`config.mk`:
```
export PLATFORM = sky130hd
export DESIGN_NAME = rc_link_arming_failsafe_unit
export DESIGN_NICKNAME = d
export VERILOG_FILES = /design/src/rtl/rlaf_pkg.sv /design/src/rtl/rlaf_cfg.sv /design/src/rtl/rlaf_step.sv /design/src/rtl/rc_link_arming_failsafe_unit.sv
export SDC_FILE = /design/constraint.sdc
export NUM_CORES = 1
export LEC_CHECK = 0
export BUFFER_PORTS_ARGS = -buffer_cell sky130_fd_sc_hd__buf_4
export CORE_MARGIN = 1
export CORE_UTILIZATION = 35
export CTS_BUF_LIST = sky130_fd_sc_hd__clkbuf_16
export DETAILED_ROUTE_END_ITERATION = 7
export SLEW_MARGIN = 20
export SYNTH_ARGS = -nofsm -noshare
export SYNTH_HDL_FRONTEND = slang
export SYNTH_SLANG_ARGS = --single-unit
```
`constraint.sdc`:
```
create_clock -name clk -period 6.3 [get_ports clk]
set_input_delay 1.26 -clock clk [delete_from_list [all_inputs] [get_ports clk]]
set_output_delay 1.26 -clock clk [all_outputs]
set_load 0.05 [all_outputs]
```
`src/rtl/rlaf_pkg.sv`:
```
`timescale 1ns / 1ps

package rlaf_pkg;

    localparam int CFG_DATA_W = 16;
    localparam int CFG_IDX_W  = 2;

    typedef enum logic [CFG_IDX_W-1:0] {
        CFG_THROTTLE_MAX       = 2'd0,
        CFG_ARM_THROTTLE_LIMIT = 2'd1,
        CFG_ARM_TILT_LIMIT     = 2'd2,
        CFG_LOST_LIMIT         = 2'd3
    } cfg_sel_t;

    localparam logic [14:0] THROTTLE_MAX_RST       = 15'd1000;
    localparam logic [14:0] ARM_THROTTLE_LIMIT_RST = 15'd100;
    localparam logic [14:0] ARM_TILT_LIMIT_RST     = 15'd1000;
    localparam logic [15:0] LOST_LIMIT_RST         = 16'd100;

    localparam logic signed [16:0] THROTTLE_OFFSET = 17'sd1000;
    localparam logic [15:0]        MISS_MAX        = 16'hFFFF;

    // command bit positions
    localparam int CMD_ACC_CAL  = 0;
    localparam int CMD_GYRO_CAL = 1;
    localparam int CMD_ARM      = 2;
    localparam int CMD_REPLY    = 3;
    localparam int CMD_MAG_CAL  = 4;
    localparam int CMD_HOLD     = 5;

    // sensor status bit positions
    localparam int ST_BARO_OK   = 0;
    localparam int ST_BATT_LOW  = 1;
    localparam int ST_TAKEOFF   = 2;
    localparam int ST_THROW     = 3;
    localparam int ST_REPLY_ACK = 4;

    typedef struct packed {
        logic [14:0] throttle_max;
        logic [14:0] arm_throttle_limit;
        logic [14:0] arm_tilt_limit;
        logic [15:0] lost_limit;
    } cfg_t;

    typedef struct packed {
        logic               packet_valid;
        logic [15:0]        pitch_cmd_in;
        logic [15:0]        roll_cmd_in;
        logic [15:0]        yaw_cmd_in;
        logic [15:0]        throttle_raw;
        logic [7:0]         command_bits;
        logic signed [15:0] pitch_angle;
        logic signed [15:0] roll_angle;
        logic [4:0]         sensor_status;
        logic signed [31:0] altitude_now;
    } item_t;

    typedef struct packed {
        logic [15:0]        pitch;
        logic [15:0]        roll;
        logic [15:0]        yaw;
        logic [14:0]        level;
        logic               lock;
        logic               hold;
        logic signed [31:0] hold_alt;
        logic               reply;
        logic               throw_on;
        logic [15:0]        miss;
    } state_t;

    // link state after reset: everything clear, lock set
    localparam state_t STATE_RST = '{
        pitch:    16'd0,
        roll:     16'd0,
        yaw:      16'd0,
        level:    15'd0,
        lock:     1'b1,
        hold:     1'b0,
        hold_alt: 32'sd0,
        reply:    1'b0,
        throw_on: 1'b0,
        miss:     16'd0
    };

    typedef struct packed {
        logic [15:0]        pitch_cmd;
        logic [15:0]        roll_cmd;
        logic [15:0]        yaw_cmd;
        logic [14:0]        throttle_out;
        logic               locked;
        logic               altitude_hold;
        logic signed [31:0] hold_target;
        logic               request_reply;
        logic               start_acc_cal;
        logic               start_gyro_cal;
        logic               start_mag_cal;
        logic               throw_mode;
    } result_t;

endpackage

```
`src/rtl/rlaf_cfg.sv`:
```
`timescale 1ns / 1ps

module rlaf_cfg (
    input  logic                            clk,
    input  logic                            rst_n,
    input  logic                            cfg_we,
    input  logic [rlaf_pkg::CFG_IDX_W-1:0]  cfg_index,
    input  logic [rlaf_pkg::CFG_DATA_W-1:0] cfg_data,
    output rlaf_pkg::cfg_t                  cfg
);
    import rlaf_pkg::*;

    cfg_t cfg_reg;
    cfg_t cfg_next;

    always_comb
    begin
        cfg_next = cfg_reg;
        if (cfg_we)
        begin
            case (cfg_sel_t'(cfg_index))
                CFG_THROTTLE_MAX:       cfg_next.throttle_max       = cfg_data[14:0];
                CFG_ARM_THROTTLE_LIMIT: cfg_next.arm_throttle_limit = cfg_data[14:0];
                CFG_ARM_TILT_LIMIT:     cfg_next.arm_tilt_limit     = cfg_data[14:0];
                CFG_LOST_LIMIT:         cfg_next.lost_limit         = cfg_data[15:0];
                default:                cfg_next = cfg_reg;
            endcase
        end
    end

    always_ff @(posedge clk or negedge rst_n)
    begin
        if (!rst_n)
        begin
            cfg_reg.throttle_max       <= THROTTLE_MAX_RST;
            cfg_reg.arm_throttle_limit <= ARM_THROTTLE_LIMIT_RST;
            cfg_reg.arm_tilt_limit     <= ARM_TILT_LIMIT_RST;
            cfg_reg.lost_limit         <= LOST_LIMIT_RST;
        end
        else
        begin
            cfg_reg <= cfg_next;
        end
    end

    assign cfg = cfg_reg;

endmodule

```
`src/rtl/rlaf_step.sv`:
```
`timescale 1ns / 1ps

module rlaf_step (
    input  rlaf_pkg::item_t   item,
    input  rlaf_pkg::state_t  state,
    input  rlaf_pkg::cfg_t    cfg,
    output rlaf_pkg::state_t  state_next,
    output rlaf_pkg::result_t res
);
    import rlaf_pkg::*;

    logic               reply_eff;
    logic               throw_eff;
    logic               throw_exit;
    logic               was_locked;
    logic signed [16:0] thr;
    logic signed [16:0] lvl;
    logic [14:0]        lvl_clamped;
    logic signed [16:0] pitch_ext;
    logic signed [16:0] roll_ext;
    logic [16:0]        pitch_mag;
    logic [16:0]        roll_mag;
    logic [15:0]        miss_inc;
    logic               arm_ok;
    logic               acc;
    logic               gyr;
    logic               mag;

    always_comb
    begin
        state_next = state;
        acc        = 1'b0;
        gyr        = 1'b0;
        mag        = 1'b0;
        throw_exit = 1'b0;

        // status acks act before the poll
        reply_eff  = state.reply & ~item.sensor_status[ST_REPLY_ACK];
        throw_eff  = state.throw_on | item.sensor_status[ST_THROW];
        state_next.reply    = reply_eff;
        state_next.throw_on = throw_eff;
        was_locked = state.lock;

        thr = {item.throttle_raw[15], item.throttle_raw} - THROTTLE_OFFSET;
        lvl = signed'({2'b00, state.level});

        pitch_ext = {item.pitch_angle[15], item.pitch_angle};
        roll_ext  = {item.roll_angle[15], item.roll_angle};
        pitch_mag = pitch_ext[16] ? 17'(-pitch_ext) : 17'(pitch_ext);
        roll_mag  = roll_ext[16] ? 17'(-roll_ext) : 17'(roll_ext);

        miss_inc = (state.miss != MISS_MAX) ? state.miss + 16'd1 : state.miss;

        if (!state.hold)
        begin
            if (throw_eff)
            begin
                if (thr > lvl)
                begin
                    throw_exit = 1'b1;
                end
            end
            else
            begin
                lvl = thr;
            end
        end

        if (lvl[16])
        begin
            lvl_clamped = '0;
        end
        else if (lvl[15:0] > {1'b0, cfg.throttle_max})
        begin
            lvl_clamped = cfg.throttle_max;
        end
        else
        begin
            lvl_clamped = lvl[14:0];
        end

        arm_ok = item.command_bits[CMD_ARM]
               && (pitch_mag < {2'b00, cfg.arm_tilt_limit})
               && (roll_mag < {2'b00, cfg.arm_tilt_limit})
               && (lvl_clamped < cfg.arm_throttle_limit)
               && item.sensor_status[ST_BARO_OK]
               && !item.sensor_status[ST_BATT_LOW];

        if (!reply_eff)
        begin
            if (item.packet_valid)
            begin
                state_next.pitch = item.pitch_cmd_in;
                state_next.roll  = item.roll_cmd_in;
                state_next.yaw   = item.yaw_cmd_in;
                state_next.level = lvl_clamped;
                if (throw_exit)
                begin
                    state_next.throw_on = 1'b0;
                end
                if (item.command_bits[CMD_REPLY])
                begin
                    state_next.reply = 1'b1;
                end
                if (was_locked)
                begin
                    acc = item.command_bits[CMD_ACC_CAL];
                    gyr = item.command_bits[CMD_GYRO_CAL];
                    mag = item.command_bits[CMD_MAG_CAL];
                end
                if (arm_ok)
                begin
                    state_next.lock = 1'b0;
                end
                if (item.command_bits[CMD_HOLD] && !state_next.lock
                    && item.sensor_status[ST_TAKEOFF])
                begin
                    state_next.hold = !state.hold;
                    if (!state.hold)
                    begin
                        state_next.hold_alt = item.altitude_now;
                    end
                end
                state_next.miss = '0;
            end
            else
            begin
                state_next.miss = miss_inc;
                if (miss_inc >= cfg.lost_limit)
                begin
                    state_next.lock = 1'b1;
                end
            end
        end
    end

    always_comb
    begin
        res.pitch_cmd      = state_next.pitch;
        res.roll_cmd       = state_next.roll;
        res.yaw_cmd        = state_next.yaw;
        res.throttle_out   = state_next.level;
        res.locked         = state_next.lock;
        res.altitude_hold  = state_next.hold;
        res.hold_target    = state_next.hold_alt;
        res.request_reply  = state_next.reply;
        res.start_acc_cal  = acc;
        res.start_gyro_cal = gyr;
        res.start_mag_cal  = mag;
        res.throw_mode     = state_next.throw_on;
    end

endmodule

```
`src/rtl/rc_link_arming_failsafe_unit.sv`:
```
`timescale 1ns / 1ps
// channel   | direction | handshake          | payload
// ----------+-----------+--------------------+------------------------------------------
// input     | in        | in_valid/in_stall  | packet_valid .. altitude_now, one poll
// result    | out       | out_valid/out_stall| pitch_cmd .. throw_mode, one per poll
// config    | in        | cfg_we             | cfg_index, cfg_data
//
// one poll per cycle sustained while out_stall is low; a poll passes through the input
// register, then the step logic into the result register
// link state updates when a poll moves into the result register
// reset: stick/level/counter state cleared, lock set, config at defaults
// out_stall holds the result register; the input register still takes one more poll
// in_stall rises only when both registers are full and the result is stalled

module rc_link_arming_failsafe_unit (
    input  logic                            clk,
    input  logic                            rst_n,

    input  logic                            in_valid,
    output logic                            in_stall,
    input  logic                            packet_valid,
    input  logic [15:0]                     pitch_cmd_in,
    input  logic [15:0]                     roll_cmd_in,
    input  logic [15:0]                     yaw_cmd_in,
    input  logic [15:0]                     throttle_raw,
    input  logic [7:0]                      command_bits,
    input  logic signed [15:0]              pitch_angle,
    input  logic signed [15:0]              roll_angle,
    input  logic [4:0]                      sensor_status,
    input  logic signed [31:0]              altitude_now,

    output logic                            out_valid,
    input  logic                            out_stall,
    output logic [15:0]                     pitch_cmd,
    output logic [15:0]                     roll_cmd,
    output logic [15:0]                     yaw_cmd,
    output logic [14:0]                     throttle_out,
    output logic                            locked,
    output logic                            altitude_hold,
    output logic signed [31:0]              hold_target,
    output logic                            request_reply,
    output logic                            start_acc_cal,
    output logic                            start_gyro_cal,
    output logic                            start_mag_cal,
    output logic                            throw_mode,

    input  logic                            cfg_we,
    input  logic [rlaf_pkg::CFG_IDX_W-1:0]  cfg_index,
    input  logic [rlaf_pkg::CFG_DATA_W-1:0] cfg_data
);
    import rlaf_pkg::*;

    cfg_t    cfg;
    item_t   in_item;
    item_t   in_item_reg;
    logic    in_valid_reg;
    logic    in_valid_next;
    logic    out_valid_reg;
    logic    out_valid_next;
    result_t out_res_reg;
    result_t step_res;
    state_t  state_reg;
    state_t  state_next;
    logic    in_xfer;
    logic    move;

    rlaf_cfg u_cfg (
        .clk       (clk),
        .rst_n     (rst_n),
        .cfg_we    (cfg_we),
        .cfg_index (cfg_index),
        .cfg_data  (cfg_data),
        .cfg       (cfg)
    );

    rlaf_step u_step (
        .item       (in_item_reg),
        .state      (state_reg),
        .cfg        (cfg),
        .state_next (state_next),
        .res        (step_res)
    );

    always_comb
    begin
        in_item.packet_valid  = packet_valid;
        in_item.pitch_cmd_in  = pitch_cmd_in;
        in_item.roll_cmd_in   = roll_cmd_in;
        in_item.yaw_cmd_in    = yaw_cmd_in;
        in_item.throttle_raw  = throttle_raw;
        in_item.command_bits  = command_bits;
        in_item.pitch_angle   = pitch_angle;
        in_item.roll_angle    = roll_angle;
        in_item.sensor_status = sensor_status;
        in_item.altitude_now  = altitude_now;
    end

    assign move     = in_valid_reg && (!out_valid_reg || !out_stall);
    assign in_stall = in_valid_reg && !move;
    assign in_xfer  = in_valid && !in_stall;

    always_comb
    begin
        in_valid_next = in_valid_reg;
        if (in_xfer)
        begin
            in_valid_next = 1'b1;
        end
        else if (move)
        begin
            in_valid_next = 1'b0;
        end
    end

    always_comb
    begin
        out_valid_next = out_valid_reg;
        if (move)
        begin
            out_valid_next = 1'b1;
        end
        else if (out_valid_reg && !out_stall)
        begin
            out_valid_next = 1'b0;
        end
    end

    always_ff @(posedge clk or negedge rst_n)
    begin
        if (!rst_n)
        begin
            in_valid_reg  <= 1'b0;
            out_valid_reg <= 1'b0;
            state_reg     <= STATE_RST;
        end
        else
        begin
            in_valid_reg  <= in_valid_next;
            out_valid_reg <= out_valid_next;
            if (move)
            begin
                state_reg <= state_next;
            end
        end
    end

    always_ff @(posedge clk)
    begin
        if (in_xfer)
        begin
            in_item_reg <= in_item;
        end
        if (move)
        begin
            out_res_reg <= step_res;
        end
    end

    assign out_valid      = out_valid_reg;
    assign pitch_cmd      = out_res_reg.pitch_cmd;
    assign roll_cmd       = out_res_reg.roll_cmd;
    assign yaw_cmd        = out_res_reg.yaw_cmd;
    assign throttle_out   = out_res_reg.throttle_out;
    assign locked         = out_res_reg.locked;
    assign altitude_hold  = out_res_reg.altitude_hold;
    assign hold_target    = out_res_reg.hold_target;
    assign request_reply  = out_res_reg.request_reply;
    assign start_acc_cal  = out_res_reg.start_acc_cal;
    assign start_gyro_cal = out_res_reg.start_gyro_cal;
    assign start_mag_cal  = out_res_reg.start_mag_cal;
    assign throw_mode     = out_res_reg.throw_mode;

`ifndef NO_ASSERTIONS
    // input side only backs up when a poll is already parked
    a_stall_needs_item: assert property (@(posedge clk) disable iff (!rst_n)
        in_stall |-> in_valid_reg)
        else $error("input stall without a parked poll");

    // a poll moving forward always shows up as a result
    a_move_fills_out: assert property (@(posedge clk) disable iff (!rst_n)
        move |=> out_valid_reg)
        else $error("poll moved but no result registered");

    // link state only changes when a poll is evaluated
    a_state_only_on_move: assert property (@(posedge clk) disable iff (!rst_n)
        !move |=> $stable(state_reg))
        else $error("link state changed without a poll");

    // altitude hold can only switch on while unlocked
    a_hold_needs_unlock: assert property (@(posedge clk) disable iff (!rst_n)
        $rose(state_reg.hold) |-> !state_reg.lock)
        else $error("altitude hold engaged while locked");
`endif

endmodule

```
; Yosys cells after proc, flatten, opt, wreduce, memory -nomap -nowiden
; Cells that the tools add are included.
[op_classes]
n_lt_le_gt_ge = 6
bitwise_logic = 6
n_mux = 27
reduce_logical = 28
n_addsub = 4
eq_ne = 4
[ops]
columns = cell, n
row1 = $mux W115, 1
row2 = $mux W17, 4
row3 = $mux W63, 1
row4 = $mux W35, 1
row5 = $lt A17 B15 Y1, 2
row6 = $neg A16 Y17, 2
row7 = $mux W33, 1
row8 = $mux W16, 2
row9 = $mux W32, 1
row10 = $mux W15, 2
row11 = $gt A17 B16 Y1, 1
row12 = $sub A16 B11 Y17 const B, 1
row13 = $add A16 B1 Y16 const B, 1
row14 = $ge A16 B16 Y1, 1
row15 = $gt A16 B15 Y1, 1
row16 = $ne A16 B16 Y1 const B, 1
row17 = $lt A15 B15 Y1, 1
row18 = $mux W1, 14
row19 = $logic_and A1 B1 Y1, 11
row20 = $reduce_and A2 Y1, 5
row21 = $logic_not A1 Y1, 7
row22 = $eq A2 B2 Y1 const B, 2
row23 = $not A1 Y1, 4
row24 = $reduce_bool A2 Y1, 2
row25 = 6 further kinds, 6
[word_totals]
out_inout_bits = 104
inputBits = 165
reg_bits = 420

; Longest topological paths before layout
[logic_depth]
depth_word = 19
ltp_mapped = 28
depth_no_buf = 26

; Modules after synthesis
; From an unflattened synthesis, not the netlist that was laid out.
[hier_totals]
hier_cells = 1567
area_unflattened_um2 = 20475.9
[modules_own_cells]
columns = mod, area_per_inst_um2, n_inst, seq_area_each_um2, cells_each
row1 = rc_link_arming_failsafe_unit, 11896.4, 1, 10256.1, 495
row2 = rlaf_step, 6248.5, 1, 0.0, 942
row3 = rlaf_cfg, 2331.0, 1, 1549.0, 130

; Worst setup path after synthesis
; OpenSTA, ideal clock, no wires.
[synth_timing]
kind = register to register
start = register state_reg[50] (netlist name)
end = register out_res_reg (netlist bit hold_target[0]), data pin
slack_ps = 300
required_ps = 6039
t_arrival_ps = 5739
path_stages_with_launch = 26
n_path_buf = 5
setup_time_ps = 261
path_cell_list = dfrtp_1 -> clkbuf_1 -> nor3_2 -> clkbuf_1 -> nand2_1 -> o21ai_0 -> ha_1 -> a211oi_1 -> o21ai_0 -> a2111o_1 -> a21oi_1 -> o21a_1 -> clkbuf_1 -> clkbuf_1 -> a21oi_1 -> nor2_1 -> ha_1 -> a22oi_1 -> nand4_1 -> a221oi_1 -> o221ai_1 -> a211oi_1 -> nand2b_1 -> o21ai_4 -> buf_6 -> a221o_1
[synth_lines]
columns = element, line
row1 = start: declaration, rc_link_arming_failsafe_unit.sv:62  ; state_t state_reg;
row2 = start signal: assignment, rc_link_arming_failsafe_unit.sv:142  ; state_reg <= state_next;
row3 = end signal: assignment, rc_link_arming_failsafe_unit.sv:155  ; out_res_reg <= step_res;
row4 = end: declaration, rc_link_arming_failsafe_unit.sv:60  ; result_t out_res_reg;

==> out/metrics.csv <==
stage,metric,value,unit
outcome,outcome,"finished, final reports clean",
floorplanning,Starting Density,0.354,
clock_tree,CTS H-tree depth,2,
sta,crit share post-route,0.923,
yosys,cell with the most instances after synthesis,nand2_1,
route,DR pass1 iterations,5,
sta,Pins Over Slew Limit,0,
clock_tree,Num CTS Buffers,46,
worst_setup_path,Critical Path Sink Type,flop,
sta,worst slew pin tran,1040,ps
clock_tree,clk buf depth,3,
sta,count of final setup violators,0,
sta,Layout Skew,46.7,ps
route,Via Count,13200,
clock_tree,TritonCTS sink count,420,
cells_and_area,"non-filler cells, final",2647,
clock_tree,root buffer cell,clkbuf_16,
grt,pin count of the biggest net entering global routing,85,
grt,first-pass GRT wire length,74200,µm
route,Final ANT Viol Nets,0,
power,Clock power frac,0.320,
power,switch share,0.321,
yosys,Avg Inst Size Synth,12.2,µm²
worst_setup_path,crit-path max FO,15,
cells_and_area,Largest register FFs,140,
worst_setup_path,r2r endpoint,hold_target[19],
floorplanning,I/O pins,269,
floorplanning,core area,55000,µm²
power,leakage dissipation,9.69,nW
sta,Final Hold Viols,0,
yosys,"top cells by count, synth","nand2_1, edfxtp_1, dfrtp_1",
power,Power Internal,0.00590,W
yosys,share of the synthesized area in the top cell type,0.374,
yosys,#FFs+latches synth,420,
worst_setup_path,CP Launch Type,flop,
worst_setup_path,"Req. time, crit path",6610,ps
place,Detailed Place HPWL,32700,µm
grt,initial antenna violation count,1,
yosys,distinct cell type count after synthesis,64,
yosys,Ys Warns,0,
grt,vias in the first global route,13300,
yosys,Synthesized Nets,1847,
grt,All-Layer GR Usage,0.168,
power,power per cell area,363,nW/µm²
power,peak supply drop,0.000233,V
route,DR vias/cell,5.00,
worst_setup_path,r2r worst-path depth,26,
min_path,Hold WC Path Type,flop to flop,
grt,GRT overflow,0,
place,port bufs,266,
floorplanning,Site Rows,86,
power,P_sw,0.00279,W
worst_setup_path,critical path launch point,in_item_reg[89],
power,register share of total power,0.419,
clock_tree,Clock Latency Late Sink,600,ps
sta,Max Freq,0.172,GHz
yosys,"area leader, netlist",edfxtp_1,
cells_and_area,layout cells sized above 1,0.268,
sta,normalized max-slew margin,0.302,
min_path,Min-Delay Path Depth,1,
floorplanning,die area,56500,µm²
worst_setup_path,CP Capture Point,hold_target[19],
yosys,Mapped Area,19400,µm²
yosys,most area-consuming cells after synthesis,"edfxtp_1, dfrtp_1, ha_1",
route,final wirelength,47400,µm
route,initial DRC count,725,
clock_tree,TritonCTS clock tree,yes,
yosys,Syn Inst Count,1590,
route,drt drc,0,
clock_tree,Worst-path clk slew,70,ps
place,Placed Cells,2558,
cells_and_area,synthesis-to-layout area growth,23.2,%
clock_tree,hold_buf cts,0,
floorplanning,DIE WIDTH,238,µm
power,Comb power frac,0.261,
route,Wirelength per Cell,17.9,µm
worst_setup_path,CP Data Arrival Time,6120,ps
power,Pwr Total,0.00869,W
worst_setup_path,kind of critical path,flop to flop,
yosys,Post-synth EDFFs,242,
place,RD Place Congestion,0.839,
sta,Fin Setup TNS,0,ps
worst_setup_path,R2R setup slack,490,ps
yosys,leading register cell type out of synthesis,edfxtp_1,
floorplanning,Die Ht,238,µm
yosys,Post-synth ARST share,0.424,
sta,minimum clock period,5810,ps
sta,RSZ-0062 raised after global routing,false,
yosys,sequential-to-total area share from yosys stat,0.604,
cells_and_area,fin nets,2117,
run,MaxCap Viol Count,0,
worst_setup_path,reg2reg start,in_item_reg[89],
## layout by cell type (no fill, tap or decap), types with 56 or more instances in the layout
master    synthesis  layout
a221o_1          64      64
and2_1           70      67
buf_4             0     283
dfrtp_1         159     159
edfxtp_1        242     242
ha_1             92      92
inv_1            93     100
mux2_2           98      98
nand2_1         257     256
nor2_1           57      56
o21ai_0          71      70
## layout make-up
class,count,area (µm²)
fillers,5007,31000
flip-flops and latches,420,11700
multi-input cells,1009,7110
repair buffers,290,2240
clock buffers,49,1230
well taps,748,936
inverters,93,349
clock inverters,37,348
diodes,1,2.50
## repair_timing
| item | CTS | global route |
|---|---|---|
| setup buffers | 0 | 2 |
| resized for setup | 0 | 14 |
| endpoints found under the setup margin | 0 | 66 |
| endpoints found under the hold margin | 0 | 0 |
## through the flow
step	util	hold slack, ps	worst slack (ps)	area (µm²)
2_1_floorplan	-	449	300	19400
3_3_place_gp	0.406	473	245	22300
3_5_place_dp	0.406	486	152	22300
4_1_cts	0.434	504	96.1	23900
5_1_grt	0.436	510	32.9	24000
6_report	0.436	500	488	24000
## worst min path at each step
stage / startpoint / endpoint / slack [ps]
detailed placement: in_valid_reg / out_valid / 490
floorplan: in_valid_reg / out_valid / 450
finish: in_valid_reg / out_valid / 500
global route: in_valid_reg / out_valid / 510
CTS: in_valid_reg / out_valid / 500
global placement: in_valid_reg / out_valid / 470
## power groups by stage
| stage | Sequential [W] | Combinational, W | Clock (W) |
|---|---|---|---|
| final | 0.00364 | 0.00227 | 0.00278 |
| after global routing | 0.00369 | 0.00252 | 0.00296 |
| after CTS | 0.00364 | 0.00226 | 0.00286 |
| after detailed placement | 0.00369 | 0.00224 | 0 |
| after global placement | 0.00367 | 0.00218 | 0 |
| after floorplan | 0.00395 | 0.00126 | 0 |
## cells by family (layout without fill, tap and decap cells)
logic type	after synthesis	count (layout)	synth area share
simple gates	481	481	0.114
mux	100	100	0.0578
other cells	0	1	0
flops	420	420	0.604
fa+ha+maj	92	92	0.0592
buf+inv	161	469	0.0338
xor+xnor	47	47	0.0212
compound gates	289	289	0.110
## worst max-delay path, stage by stage (launching register included)
cell and delay, ps:
edfxtp_1 430, or4_4 580, nand2b_1 170, xnor2_1 150
nand2_1 70, o21ai_0 160, ha_1 270, nor3_1 150
o21ai_1 120, a2111o_1 410, a21oi_2 160, o21a_1 190
buf_6 180, nor2_1 70, a21oi_2 160, nor2_1 70
ha_1 300, a21o_1 180, a21oi_1 160, o21a_1 160
o221ai_1 120, a211oi_2 200, buf_6 180, nand2b_1 200
o21ai_4 120, buf_4 190, a221o_1 350
## metal layers
layer	part of all wire	track usage	up-vias
met1	0.42	0.216	6530
li1	-	-	6315
met2	0.50	0.286	307
met5	0	0	-
met4	0.026	0.0555	0
met3	0.051	0.0272	74
Note: power is estimated with default switching activity, not from simulation.
